File: src/hw/rtl/byte_stream_tokenizer_macros.svh
// Assertion macros for the byte stream tokenizer.
`ifndef BYTE_STREAM_TOKENIZER_MACROS_SVH
`define BYTE_STREAM_TOKENIZER_MACROS_SVH

// Condition that must hold at every clock edge out of reset.
`define BST_ASSERT_ALWAYS(name, cond, msg) \
	name: assert property (@(posedge clk) disable iff (!arst_n) (cond)) else $error(msg);

// Implication checked in the same cycle.
`define BST_ASSERT_IMPL(name, pre, post, msg) \
	name: assert property (@(posedge clk) disable iff (!arst_n) (pre) |-> (post)) else $error(msg);

// Implication whose consequent is checked in the next cycle.
`define BST_ASSERT_NEXT(name, pre, post, msg) \
	name: assert property (@(posedge clk) disable iff (!arst_n) (pre) |=> (post)) else $error(msg);

`endif

File: src/hw/rtl/bst_pkg.sv
// Shared types, constants and lookup functions of the byte stream tokenizer.
`timescale 1ns / 1ps
`default_nettype none
package bst_pkg;

	localparam int POS_WIDTH_DEF     = 32;
	localparam int KEYWORD_CHARS_DEF = 7;

	localparam int LEN_W        = 16;
	localparam int START_W      = 32;
	localparam int KW_COUNT     = 10;
	localparam int KW_TEXT_W    = 56;
	localparam int QUEUE_DEPTH  = 4;
	localparam int QPTR_W       = $clog2(QUEUE_DEPTH);
	localparam int QCNT_W       = QPTR_W + 1;
	localparam int OUT_DATA_W   = 56;

	localparam logic [LEN_W-1:0] LEN_MAX = '1;

	// Byte codes with a meaning of their own
	localparam logic [7:0] CH_NUL    = 8'h00;
	localparam logic [7:0] CH_TAB    = 8'h09;
	localparam logic [7:0] CH_CR     = 8'h0d;
	localparam logic [7:0] CH_SPACE  = 8'h20;
	localparam logic [7:0] CH_BANG   = 8'h21;
	localparam logic [7:0] CH_AMP    = 8'h26;
	localparam logic [7:0] CH_LPAREN = 8'h28;
	localparam logic [7:0] CH_RPAREN = 8'h29;
	localparam logic [7:0] CH_PLUS   = 8'h2b;
	localparam logic [7:0] CH_ZERO   = 8'h30;
	localparam logic [7:0] CH_NINE   = 8'h39;
	localparam logic [7:0] CH_COLON  = 8'h3a;
	localparam logic [7:0] CH_SEMI   = 8'h3b;
	localparam logic [7:0] CH_LT     = 8'h3c;
	localparam logic [7:0] CH_EQ     = 8'h3d;
	localparam logic [7:0] CH_GT     = 8'h3e;
	localparam logic [7:0] CH_UC_A   = 8'h41;
	localparam logic [7:0] CH_UC_Z   = 8'h5a;
	localparam logic [7:0] CH_LC_A   = 8'h61;
	localparam logic [7:0] CH_LC_Z   = 8'h7a;
	localparam logic [7:0] CH_LBRACE = 8'h7b;
	localparam logic [7:0] CH_PIPE   = 8'h7c;
	localparam logic [7:0] CH_RBRACE = 8'h7d;

	typedef enum logic [4:0] {
		TK_EOF      = 5'd0,
		TK_NUMBER   = 5'd1,
		TK_ID       = 5'd2,
		TK_KW_INT   = 5'd3,
		TK_KW_BOOL  = 5'd4,
		TK_KW_TRUE  = 5'd5,
		TK_KW_FALSE = 5'd6,
		TK_KW_IF    = 5'd7,
		TK_KW_ELSE  = 5'd8,
		TK_KW_MATCH = 5'd9,
		TK_KW_CASE  = 5'd10,
		TK_KW_DEF   = 5'd11,
		TK_KW_PRINT = 5'd12,
		TK_EQEQ     = 5'd13,
		TK_NE       = 5'd14,
		TK_ANDAND   = 5'd15,
		TK_OROR     = 5'd16,
		TK_ASSIGN   = 5'd17,
		TK_LT       = 5'd18,
		TK_GT       = 5'd19,
		TK_PLUS     = 5'd20,
		TK_SEMI     = 5'd21,
		TK_COLON    = 5'd22,
		TK_LPAREN   = 5'd23,
		TK_RPAREN   = 5'd24,
		TK_LBRACE   = 5'd25,
		TK_RBRACE   = 5'd26,
		TK_UNKNOWN  = 5'd27
	} tok_kind_t;

	typedef enum logic [2:0] {
		MODE_IDLE,
		MODE_NUM,
		MODE_IDENT,
		MODE_EQ,
		MODE_BANG,
		MODE_AMP,
		MODE_PIPE
	} scan_mode_t;

	typedef struct packed {
		tok_kind_t          kind;
		logic [START_W-1:0] start;
		logic [LEN_W-1:0]   len;
		logic               last;
	} tok_t;

	// Up to two tokens per source byte; a lone token always rides lane 0
	typedef struct packed {
		logic v0;
		tok_t t0;
		logic v1;
		tok_t t1;
	} tok_push_t;

	typedef struct packed {
		logic              room;
		logic              nonempty;
		logic [QCNT_W-1:0] count;
	} q_stat_t;

	// Keyword spellings, first character in the lowest byte, zero padded
	localparam logic [KW_TEXT_W-1:0] KW_TEXT [KW_COUNT] = '{
		56'h00_0000_0074_6e69,
		56'h00_0000_6c6f_6f62,
		56'h00_0000_6575_7274,
		56'h00_0065_736c_6166,
		56'h00_0000_0000_6669,
		56'h00_0000_6573_6c65,
		56'h00_0068_6374_616d,
		56'h00_0000_6573_6163,
		56'h74_6c75_6166_6564,
		56'h00_0074_6e69_7270
	};
	localparam logic [LEN_W-1:0] KW_LEN [KW_COUNT] = '{
		16'd3, 16'd4, 16'd4, 16'd5, 16'd2, 16'd4, 16'd5, 16'd4, 16'd7, 16'd5
	};
	localparam tok_kind_t KW_KIND [KW_COUNT] = '{
		TK_KW_INT, TK_KW_BOOL, TK_KW_TRUE, TK_KW_FALSE, TK_KW_IF,
		TK_KW_ELSE, TK_KW_MATCH, TK_KW_CASE, TK_KW_DEF, TK_KW_PRINT
	};

	// Prefix bytes past the lexeme length are zero, so a full compare works
	function automatic tok_kind_t kw_kind(input logic [KW_TEXT_W-1:0] text,
			input logic [LEN_W-1:0] len);
		tok_kind_t k;
		k = TK_ID;
		for (int i = 0; i < KW_COUNT; i++) begin
			if (len == KW_LEN[i] && text == KW_TEXT[i]) begin
				k = KW_KIND[i];
			end
		end
		return k;
	endfunction

	function automatic tok_kind_t single_kind(input logic [7:0] b);
		tok_kind_t k;
		case (b)
			CH_LT:     k = TK_LT;
			CH_GT:     k = TK_GT;
			CH_PLUS:   k = TK_PLUS;
			CH_SEMI:   k = TK_SEMI;
			CH_COLON:  k = TK_COLON;
			CH_LPAREN: k = TK_LPAREN;
			CH_RPAREN: k = TK_RPAREN;
			CH_LBRACE: k = TK_LBRACE;
			CH_RBRACE: k = TK_RBRACE;
			default:   k = TK_UNKNOWN;
		endcase
		return k;
	endfunction

endpackage
`default_nettype wire

File: src/hw/rtl/byte_stream_tokenizer.sv
// Top level of the byte stream tokenizer.
`timescale 1ns / 1ps
`default_nettype none
`include "byte_stream_tokenizer_macros.svh"
// Streaming lexer: takes one source byte per cycle on the slave side while
// the token queue has room and returns tokens (kind, start offset, saturating
// length) on the master side, one word per cycle while the receiver is ready.
// Byte 0 ends the source, flushes any held token, emits EOF and restarts
// offsets at 0. A token whose end needs the following byte is emitted when
// that byte arrives, so a byte gives zero, one or two tokens; tlast marks the
// final token of a byte. Scanner and output register are joined by a
// four-entry token queue, and the scanner takes a byte whenever at least two
// entries are free, so bytes enter at up to one per cycle while tokens leave
// at most one per cycle. The first token of a byte is presented after it passes
// the queue and the output register; a second token of the same byte follows it.
module byte_stream_tokenizer #(
	parameter int POS_WIDTH     = bst_pkg::POS_WIDTH_DEF,
	parameter int KEYWORD_CHARS = bst_pkg::KEYWORD_CHARS_DEF
) (
	input  wire logic                          clk,
	input  wire logic                          arst_n,
	input  wire logic                          s_axis_tvalid,
	output logic                               s_axis_tready,
	input  wire logic [7:0]                    s_axis_tdata,  // [7:0] source_byte
	output logic                               m_axis_tvalid,
	input  wire logic                          m_axis_tready,
	// [4:0] token_kind, [36:5] start_pos, [52:37] token_length, [55:53] zero
	output logic [bst_pkg::OUT_DATA_W-1:0]     m_axis_tdata,
	output logic                               m_axis_tlast
);
	import bst_pkg::*;

	tok_push_t push;
	q_stat_t   q_stat;
	tok_t      head;
	logic      pop;

	bst_front #(
		.POS_WIDTH     (POS_WIDTH),
		.KEYWORD_CHARS (KEYWORD_CHARS)
	) u_front (
		.clk        (clk),
		.arst_n     (arst_n),
		.byte_valid (s_axis_tvalid),
		.byte_data  (s_axis_tdata),
		.byte_ready (s_axis_tready),
		.q_stat     (q_stat),
		.push       (push)
	);

	bst_queue u_queue (
		.clk    (clk),
		.arst_n (arst_n),
		.push   (push),
		.pop    (pop),
		.head   (head),
		.q_stat (q_stat)
	);

	bst_back u_back (
		.clk       (clk),
		.arst_n    (arst_n),
		.head      (head),
		.q_stat    (q_stat),
		.pop       (pop),
		.tok_valid (m_axis_tvalid),
		.tok_ready (m_axis_tready),
		.tok_data  (m_axis_tdata),
		.tok_last  (m_axis_tlast)
	);

	`BST_ASSERT_ALWAYS(a_queue_bound, q_stat.count <= QCNT_W'(QUEUE_DEPTH), "token queue overfilled")
	`BST_ASSERT_IMPL(a_eof_len, m_axis_tvalid && m_axis_tdata[4:0] == 5'(TK_EOF), m_axis_tdata[52:37] == '0 && m_axis_tlast, "EOF word with nonzero length or not last")
	`BST_ASSERT_IMPL(a_pair_len, m_axis_tvalid && (m_axis_tdata[4:0] == 5'(TK_EQEQ) || m_axis_tdata[4:0] == 5'(TK_NE) || m_axis_tdata[4:0] == 5'(TK_ANDAND) || m_axis_tdata[4:0] == 5'(TK_OROR)), m_axis_tdata[52:37] == LEN_W'(2) && m_axis_tlast, "two-byte operator word malformed")
	`BST_ASSERT_NEXT(a_eof_queued, s_axis_tvalid && s_axis_tready && s_axis_tdata == CH_NUL, q_stat.nonempty, "end of source left no token queued")

endmodule
`default_nettype wire

File: src/hw/rtl/bst_front.sv
// Scanner front end: takes source bytes, tracks the lexing mode, emits tokens.
`timescale 1ns / 1ps
`default_nettype none
module bst_front #(
	parameter int POS_WIDTH     = bst_pkg::POS_WIDTH_DEF,
	parameter int KEYWORD_CHARS = bst_pkg::KEYWORD_CHARS_DEF
) (
	input  wire logic                clk,
	input  wire logic                arst_n,
	input  wire logic                byte_valid,
	input  wire logic [7:0]          byte_data,
	output logic                     byte_ready,
	input  wire bst_pkg::q_stat_t    q_stat,
	output bst_pkg::tok_push_t       push
);
	import bst_pkg::*;

	localparam int PREFIX_W = KEYWORD_CHARS * 8;

	scan_mode_t            mode_q, mode_d;
	logic [POS_WIDTH-1:0]  pos_q, pos_d;
	logic [POS_WIDTH-1:0]  start_q, start_d;
	logic [LEN_W-1:0]      len_q, len_d;
	logic [PREFIX_W-1:0]   prefix_q, prefix_d;

	logic                  accept;
	logic                  is_space, is_digit, is_alpha, is_op, op_mode;
	logic                  cont, paired, fresh;
	logic [7:0]            want;
	logic                  held_v, new_v;
	tok_t                  held_tok, new_tok;
	logic [63:0]           start_wide, pos_wide;
	logic [LEN_W-1:0]      len_grown;

	assign byte_ready = q_stat.room;
	assign accept     = byte_valid && q_stat.room;

	assign is_space = (byte_data == CH_SPACE) || (byte_data >= CH_TAB && byte_data <= CH_CR);
	assign is_digit = (byte_data >= CH_ZERO) && (byte_data <= CH_NINE);
	assign is_alpha = (byte_data >= CH_LC_A && byte_data <= CH_LC_Z) ||
		(byte_data >= CH_UC_A && byte_data <= CH_UC_Z);
	assign is_op    = (byte_data == CH_EQ) || (byte_data == CH_BANG) ||
		(byte_data == CH_AMP) || (byte_data == CH_PIPE);
	assign op_mode  = mode_q inside {MODE_EQ, MODE_BANG, MODE_AMP, MODE_PIPE};

	assign want = (mode_q == MODE_AMP) ? CH_AMP : (mode_q == MODE_PIPE) ? CH_PIPE : CH_EQ;

	assign cont   = (mode_q == MODE_NUM && is_digit) ||
		(mode_q == MODE_IDENT && (is_digit || is_alpha));
	assign paired = op_mode && (byte_data == want);
	assign fresh  = !cont && !paired;

	assign start_wide = 64'(start_q);
	assign pos_wide   = 64'(pos_q);
	assign len_grown  = (len_q == LEN_MAX) ? len_q : len_q + LEN_W'(1);

	// Next scan mode
	always_comb begin
		mode_d = mode_q;
		if (accept && !cont) begin
			if (paired) begin
				mode_d = MODE_IDLE;
			end else if (is_digit) begin
				mode_d = MODE_NUM;
			end else if (is_alpha) begin
				mode_d = MODE_IDENT;
			end else if (byte_data == CH_EQ) begin
				mode_d = MODE_EQ;
			end else if (byte_data == CH_BANG) begin
				mode_d = MODE_BANG;
			end else if (byte_data == CH_AMP) begin
				mode_d = MODE_AMP;
			end else if (byte_data == CH_PIPE) begin
				mode_d = MODE_PIPE;
			end else begin
				mode_d = MODE_IDLE;
			end
		end
	end

	// Tokens and run registers
	always_comb begin
		held_v         = (mode_q != MODE_IDLE) && !cont;
		held_tok.kind  = TK_UNKNOWN;
		held_tok.start = start_wide[START_W-1:0];
		held_tok.len   = paired ? LEN_W'(2) : (op_mode ? LEN_W'(1) : len_q);
		held_tok.last  = 1'b0;
		unique case (mode_q)
			MODE_IDLE:  held_tok.kind = TK_UNKNOWN;
			MODE_NUM:   held_tok.kind = TK_NUMBER;
			MODE_IDENT: held_tok.kind = kw_kind(prefix_q[KW_TEXT_W-1:0], len_q);
			MODE_EQ:    held_tok.kind = paired ? TK_EQEQ : TK_ASSIGN;
			MODE_BANG:  held_tok.kind = paired ? TK_NE : TK_UNKNOWN;
			MODE_AMP:   held_tok.kind = paired ? TK_ANDAND : TK_UNKNOWN;
			MODE_PIPE:  held_tok.kind = paired ? TK_OROR : TK_UNKNOWN;
			default:    held_tok.kind = TK_UNKNOWN;
		endcase

		new_v         = fresh && !is_space && !is_digit && !is_alpha && !is_op;
		new_tok.kind  = (byte_data == CH_NUL) ? TK_EOF : single_kind(byte_data);
		new_tok.start = pos_wide[START_W-1:0];
		new_tok.len   = (byte_data == CH_NUL) ? LEN_W'(0) : LEN_W'(1);
		new_tok.last  = 1'b1;

		push.v0 = accept && (held_v || new_v);
		push.v1 = accept && held_v && new_v;
		push.t0 = held_v ? held_tok : new_tok;
		push.t1 = new_tok;
		push.t0.last = !(held_v && new_v);

		pos_d    = pos_q;
		start_d  = start_q;
		len_d    = len_q;
		prefix_d = prefix_q;
		if (accept) begin
			pos_d = pos_q + POS_WIDTH'(1);
			if (cont) begin
				len_d = len_grown;
				if (mode_q == MODE_IDENT) begin
					for (int i = 0; i < KEYWORD_CHARS; i++) begin
						if (len_q == LEN_W'(i)) begin
							prefix_d[i*8 +: 8] = byte_data;
						end
					end
				end
			end else if (!paired) begin
				if (byte_data == CH_NUL) begin
					pos_d = '0;
				end
				if (is_digit || is_alpha || is_op) begin
					start_d = pos_q;
					len_d   = LEN_W'(1);
				end
				if (is_alpha) begin
					prefix_d = PREFIX_W'(byte_data);
				end
			end
		end
	end

	always_ff @(posedge clk or negedge arst_n) begin
		if (!arst_n) begin
			mode_q   <= MODE_IDLE;
			pos_q    <= '0;
			start_q  <= '0;
			len_q    <= '0;
			prefix_q <= '0;
		end else begin
			mode_q   <= mode_d;
			pos_q    <= pos_d;
			start_q  <= start_d;
			len_q    <= len_d;
			prefix_q <= prefix_d;
		end
	end

endmodule
`default_nettype wire

File: src/hw/rtl/bst_queue.sv
// Token queue with two write lanes and one read port between front and back.
`timescale 1ns / 1ps
`default_nettype none
module bst_queue (
	input  wire logic                clk,
	input  wire logic                arst_n,
	input  wire bst_pkg::tok_push_t  push,
	input  wire logic                pop,
	output bst_pkg::tok_t            head,
	output bst_pkg::q_stat_t         q_stat
);
	import bst_pkg::*;

	tok_t              mem_q [QUEUE_DEPTH];
	logic [QPTR_W-1:0] wr_q, rd_q;
	logic [QCNT_W-1:0] cnt_q;
	logic [QCNT_W-1:0] n_push;
	logic              do_pop;

	assign n_push = QCNT_W'(push.v0) + QCNT_W'(push.v1);
	assign do_pop = pop && (cnt_q != '0);

	assign head            = mem_q[rd_q];
	assign q_stat.count    = cnt_q;
	assign q_stat.nonempty = (cnt_q != '0);
	// Keep two slots free so a byte that closes a run and makes a token fits
	assign q_stat.room     = (cnt_q <= QCNT_W'(QUEUE_DEPTH - 2));

	always_ff @(posedge clk) begin
		if (push.v0) begin
			mem_q[wr_q] <= push.t0;
		end
		if (push.v1) begin
			mem_q[wr_q + QPTR_W'(1)] <= push.t1;
		end
	end

	always_ff @(posedge clk or negedge arst_n) begin
		if (!arst_n) begin
			wr_q  <= '0;
			rd_q  <= '0;
			cnt_q <= '0;
		end else begin
			wr_q  <= wr_q + n_push[QPTR_W-1:0];
			rd_q  <= rd_q + QPTR_W'(do_pop);
			cnt_q <= cnt_q + n_push - QCNT_W'(do_pop);
		end
	end

endmodule
`default_nettype wire

File: src/hw/rtl/bst_back.sv
// Output stage: pulls tokens from the queue into the master-side register.
`timescale 1ns / 1ps
`default_nettype none
module bst_back (
	input  wire logic                          clk,
	input  wire logic                          arst_n,
	input  wire bst_pkg::tok_t                 head,
	input  wire bst_pkg::q_stat_t              q_stat,
	output logic                               pop,
	output logic                               tok_valid,
	input  wire logic                          tok_ready,
	output logic [bst_pkg::OUT_DATA_W-1:0]     tok_data,
	output logic                               tok_last
);
	import bst_pkg::*;

	logic valid_q;
	tok_t tok_q;

	// Load a new word when the register is empty or its word leaves now
	assign pop = q_stat.nonempty && (!valid_q || tok_ready);

	always_ff @(posedge clk or negedge arst_n) begin
		if (!arst_n) begin
			valid_q <= 1'b0;
		end else if (!valid_q || tok_ready) begin
			valid_q <= q_stat.nonempty;
		end
	end

	always_ff @(posedge clk) begin
		if (pop) begin
			tok_q <= head;
		end
	end

	assign tok_valid = valid_q;
	assign tok_last  = tok_q.last;
	assign tok_data  = OUT_DATA_W'({tok_q.len, tok_q.start, 5'(tok_q.kind)});

endmodule
`default_nettype wire
File: config.mk
export PLATFORM = sky130hd
export DESIGN_NAME = byte_stream_tokenizer
export DESIGN_NICKNAME = d
export VERILOG_FILES = /design/src/hw/rtl/bst_pkg.sv /design/src/hw/rtl/byte_stream_tokenizer.sv /design/src/hw/rtl/bst_front.sv /design/src/hw/rtl/bst_queue.sv /design/src/hw/rtl/bst_back.sv
export VERILOG_INCLUDE_DIRS = /design/src /design/src/hw/rtl
export SDC_FILE = /design/constraint.sdc
export NUM_CORES = 1
export LEC_CHECK = 0
export BUFFER_PORTS_ARGS = -buffer_cell sky130_fd_sc_hd__buf_2
export CORE_MARGIN = 2
export CORE_UTILIZATION = 56
export DETAILED_ROUTE_END_ITERATION = 12
export PLACE_DENSITY = 0.76
export REMOVE_ABC_BUFFERS = 1
export SETUP_SLACK_MARGIN = 0.2
export SYNTH_ARGS = -nofsm -noshare
export SYNTH_HDL_FRONTEND = slang
export SYNTH_SLANG_ARGS = --single-unit
File: constraint.sdc
create_clock -name clk -period 4.8 [get_ports clk]
set_input_delay 0.48 -clock clk [delete_from_list [all_inputs] [get_ports clk]]
set_output_delay 0.48 -clock clk [all_outputs]
set_load 0.01 [all_outputs]
Word-level counts from Yosys, hierarchy flattened. Memory sizes are Yosys's and may differ from the RTL's. A register that Yosys moved wholly into a read port is not among the register bits. Index checks and enable logic that the tools add are counted. Widths: inputs -> output; s select.

$add $sub $neg: 8. Multiply operators: 0. Div/mod/pow operators: 0. Order comparisons: 9. Eq/ne operators: 49. Shifts and indexed selects: 0. Multiplexer cells: 52. Bitwise logic cells: 2. Reductions and logical operators: 65.

Operators by type and width (number): $eq 56x31->1 const B (4); $mux 56 (4); $eq 56x39->1 const B (3); $mux 16 (6); $mux 32 (3); $eq 8x6->1 const B (11); $eq 16x3->1 const B (4); $mux 8 (8); $eq 56x15->1 const B (1); $eq 56x23->1 const B (1); $eq 56x55->1 const B (1); $mux 54 (1); $pmux 4 s9 (1); $reduce_and 5->1 (7); $mux 3 (11); $add 32x1->32 const B (1); $eq 16x2->1 const B (2); $logic_and 1x1->1 (31); $pmux 5 s6 (1); $eq 8x7->1 const B (3); $mux 4 (6); $mux 5 (4); $ne 2x2->1 const B (9); $add 16x1->16 const B (1); other kinds (31) (61).

Bits in registers: 147. Bits in latches: 0. Bits in writable memories: 216. ROM bits: 0. Output and inout port bits: 59. Logic and storage cells: 201. Memories kept: 1.

Memories: u_queue.mem_q (words 4, bits a word 54, rd ports 1, clocked after Yosys merged registers in 1, wr ports 2, line bst_queue.sv:14) `tok_t mem_q [QUEUE_DEPTH];`.

Depth between registers and ports, before layout.
Word-level depth: 17. Depth in mapped cells: 13. Mapped depth without buffers: 11.

Cells and area by module. A second synthesis with hierarchy kept.

Cell total of the unflattened synthesis: 1502. Area, all modules: 21345.5 µm².

Modules (own cells, without submodules): bst_queue (times used 1, cells each 562, area each 11538.6 µm²); bst_front (times used 1, cells each 878, area each 8115.3 µm²); bst_back (times used 1, cells each 62, area each 1691.6 µm²).

Worst setup path before layout. No wires, ideal clock.

Path type: input to register. From: in m_axis_tready. To: reg u_queue.cnt_q[2]. Arrival time: 4.706 ns. Data required time: 4.677 ns. Slack: -0.028 ns. Stages: 9. Buffers on the path: 0. Path through: inv_1 > a21oi_1 > ha_1 > inv_1 > ha_1 > inv_1 > fa_1 > xor2_1 > xnor2_1.

Cells in the longest elaborated chain, start to end: 4.

Ends and longest elaborated chain: start: declaration (line byte_stream_tokenizer.sv:26) `input wire logic m_axis_tready,`; $logic_or 1x1->1 (line bst_back.sv:21) `assign pop = q_stat.nonempty && (!valid_q || tok_ready);`; $logic_and 1x1->1 (line bst_back.sv:21); net pop (line byte_stream_tokenizer.sv:36) `logic pop;`; $logic_and 1x1->1 (line bst_queue.sv:21) `assign do_pop = pop && (cnt_q != '0);`; $sub 3x1->3 (line bst_queue.sv:46) `cnt_q <= cnt_q + n_push - QCNT_W'(do_pop);`; end signal: assignment (line bst_queue.sv:46); end: declaration (line bst_queue.sv:16) `logic [QCNT_W-1:0] cnt_q;`.

The timed path passes the listed nets, and every way through them passes these cells. A chain may end at the register's enable or synchronous reset.

==> reports/metrics.csv <==
stage,metric,value,unit
timing,# setup viols final,0,
worst_setup_path,Worst setup SP type,flop,
detailed_routing,First-pass DRT Iterations,6,
global_route,largest net degree at the start of global routing,64,
worst_setup_path,"critical path, cell by cell","a21oi_1, nand2_1, nor3_1, nand4_1, inv_2, nand2_2, nand2_2, buf_12",
min_path,worst min path class,primary input to flop,
flow_run,max cap viols,0,
timing,min cycle time layout,3.95,ns
timing,slew at the pin closest to its max-slew limit,1.16,ns
floorplan,Top Ports,71,
worst_setup_path,cell mode on critical path,nand2_2,
clock_tree,CTS tree,built,
final_layout,area grow syn2layout,10.0,%
timing,Final Hold Viols,0,
synth,"FF+latch count, synth",417,
floorplan,Core Box Area,34500,sq um
worst_setup_path,Worst path max stage delay,0.66,ns
power_and_ir_drop,Worst IR Drop VDD,0.000309,V
detailed_routing,Final ANT Viol Nets,0,
power_and_ir_drop,leak pwr,8.10,nW
detailed_routing,DR DRC count,0,
final_layout,share of cells above drive strength 1,0.192,
final_layout,register area,11200,sq um
place,DP Wirelength,30.0,mm
timing,worst-case clock skew,0.0253,ns
global_route,first-pass GRT wire length,75.7,mm
detailed_routing,WL/cell,22.9,microns
synth,yosys synthesis warning count,0,
detailed_routing,DRT Wirelength,48.0,mm
power_and_ir_drop,PD cells,504,nW/um^2
clock_tree,CTS max path bufs,3,
timing,Slew Limit Fails,0,
global_route,initial antenna violation count,0,
synth,number of flops mapped to enable cells by yosys,206,
global_route,GRT Total Usage,0.270,
timing,Tcrit/Tclk final,0.822,
clock_tree,root buf cell,clkbuf_16,
worst_setup_path,Crit Path Class,flop to flop,
clock_tree,H-tree Lvls,2,
timing,relative slew slack,0.228,
worst_setup_path,Critical Path Fanout Max,22,
final_layout,footprint of the multi-input gates,7790,sq um
clock_tree,clock latency on the worst-skew pair,0.58,ns
worst_setup_path,worst path arrival time,4.22,ns
timing,Max Fclk,253,MHz
place,number of buffers added on ports,67,
detailed_routing,vias per inst,6.48,
final_layout,Nets,1630,
clock_tree,# clock sinks,417,
final_layout,ant diodes,0,
timing,RSZ-0062 raised after global routing,false,
final_layout,FILL cells,2657,
outcome,outcome,"complete, no violations",
floorplan,initial core utilization,0.568,
synth,Synth cell types,90,
floorplan,Die Wd,191,microns
floorplan,cell row count,68,
synth,cells after synthesis,1589,
clock_tree,Post-CTS Setup Repair Bufs,0,
global_route,total gr overflow,0,
global_route,vias in the first global route,13400,
synth,Syn Area/Cell,12.3,sq um
floorplan,full die area,36500,sq um
clock_tree,TritonCTS buffer count,42,
synth,"Seq/Total Area, Yosys",0.569,
clock_tree,CTS hold repair buffers,1,
clock_tree,"CTS clk-pin slew, worst paths",0.06,ns
power_and_ir_drop,Tot Pwr,0.0108,W
worst_setup_path,Critical Path Sink Type,flop,
synth,ys async rst share,0.353,
worst_setup_path,Worst EP required,5.07,ns
clock_tree,PostCTS Resize Cnt,0,
detailed_routing,Initial DRC Count,1234,
timing,Total Negative Setup Slacks,0,ns
synth,Most used DFF post-synth,edfxtp_1,
synth,Mapped Area,19600,sq um
worst_setup_path,Critical-path top delay cell,nand2_2,
place,gpl congestion,0.942,
floorplan,Die Y,191,microns
final_layout,"Core Util, Final",0.625,
detailed_routing,vias,13600,
## layout make-up
cell class / count / share of cell area
clock inverter: 17 / 0.00831
inverter: 21 / 0.00366
sequential: 417 / 0.518
clock buffer: 59 / 0.0546
timing repair buffer: 97 / 0.0276
multi-input combinational: 1027 / 0.362
tap: 455 / 0.0264
## cell usage after synthesis (all sizes together) (22+ instances only)
library cell | number | area share
edfxtp | 206 | 0.32
dfrtp | 147 | 0.19
a22o | 127 | 0.057
nand2 | 126 | 0.024
o21ai | 98 | 0.026
nand3 | 84 | 0.022
nor2 | 69 | 0.014
buf | 66 | 0.021
dfxtp | 64 | 0.065
clkbuf | 60 | 0.012
mux2 | 60 | 0.035
mux4 | 54 | 0.062
a21oi | 53 | 0.015
nand4 | 41 | 0.013
nor4 | 27 | 0.0093
xor2 | 27 | 0.012
nor3 | 22 | 0.0065
## report_power, final
group / internal, W / switching [W]
registers: 0.00450 / 0.000556
clock network: 0.00188 / 0.00135
logic: 0.00104 / 0.00153
total: 0.00741 / 0.00344
## state kept, by name, indices dropped and copies added (netlist names)
register,flops
u_back.tok_data,53
u_back.tok_last,1
u_back.tok_valid,1
u_front.len_q,16
u_front.mode_q,3
u_front.pos_q,32
u_front.prefix_q,56
u_front.start_q,32
u_queue.cnt_q,3
u_queue.mem_q,216
u_queue.rd_q,2
u_queue.wr_q,2
## kinds of logic (layout without fill, tap and decap cells)
| kind of cell | Yosys count | in the layout | synth area share |
|---|---|---|---|
| AOI/OAI and AO/OA | 353 | 353 | 0.131 |
| xor gates and xnor gates | 40 | 40 | 0.0179 |
| adders and majority gates | 12 | 12 | 0.00805 |
| buffers and inverters | 147 | 194 | 0.0362 |
| DFF | 417 | 417 | 0.569 |
| muxes | 116 | 116 | 0.0976 |
| other | 1 | 3 | 0.000192 |
| and+or+nand+nor | 503 | 503 | 0.140 |
## cells in the final DEF, fill, tap and decap left out, drive strengths merged, types with 22 or more instances in the layout
cell | synthesis | routed
edfxtp | 206 | 206
dfrtp | 147 | 147
a22o | 127 | 127
nand2 | 126 | 126
o21ai | 98 | 98
buf | 66 | 96
nand3 | 84 | 84
nor2 | 69 | 69
dfxtp | 64 | 64
mux2 | 60 | 60
clkbuf | 60 | 59
mux4 | 54 | 54
a21oi | 53 | 53
nand4 | 41 | 41
xor2 | 27 | 27
nor4 | 27 | 27
inv | 21 | 23
nor3 | 22 | 22
## per-stage QoR
| stage | instances | worst slack (ns) | cell area (sq um) | hold slack [ns] |
|---|---|---|---|---|
| after detailed placement | 2016 | 0.763 | 20200 | 0.446 |
| final | 2093 | 0.855 | 21500 | 0.100 |
| after floorplan | 1465 | -0.0284 | 19000 | 0.184 |
| after global routing | 2093 | 0.664 | 21500 | 0.106 |
| after global placement | 2016 | 0.837 | 20200 | 0.440 |
| after CTS | 2093 | 0.940 | 21500 | 0.0905 |
## worst max-delay path: cells and delay by family (launching register included)
kind	cells	cell delay, ns
AOI/OAI and AO/OA	1	0.37
buffers and inverters	2	0.51
DFF	1	0.40
and+or+nand+nor	5	2.33
## routing by layer
layer	GRT usage	vias up	wire, microns
met4	0.103	0	1300
met3	0.0417	86	3390
met1	0.376	6763	20400
met2	0.430	602	22900
li1	-	6116	-
met5	0	-	0
## final timing paths
check / start / end / slack [ns] / cells past startpoint
worst max-delay path: u_queue.cnt_q[0] / u_queue.mem_q[2][21] / 0.85 / 8
worst min-delay path: m_axis_tready / u_back.tok_valid / 0.10 / 2
worst max register to register: u_queue.cnt_q[0] / u_queue.mem_q[2][21] / 0.85 / 8
worst min register to register: u_queue.mem_q[2][10] / u_queue.mem_q[2][10] / 0.46 / 2
max in group asynchronous: arst_n / u_queue.rd_q[0] / 3.29 / 3
min in group asynchronous: arst_n / u_front.prefix_q[22] / 0.46 / 2
No activity file was read; power rests on OpenSTA's default activity.
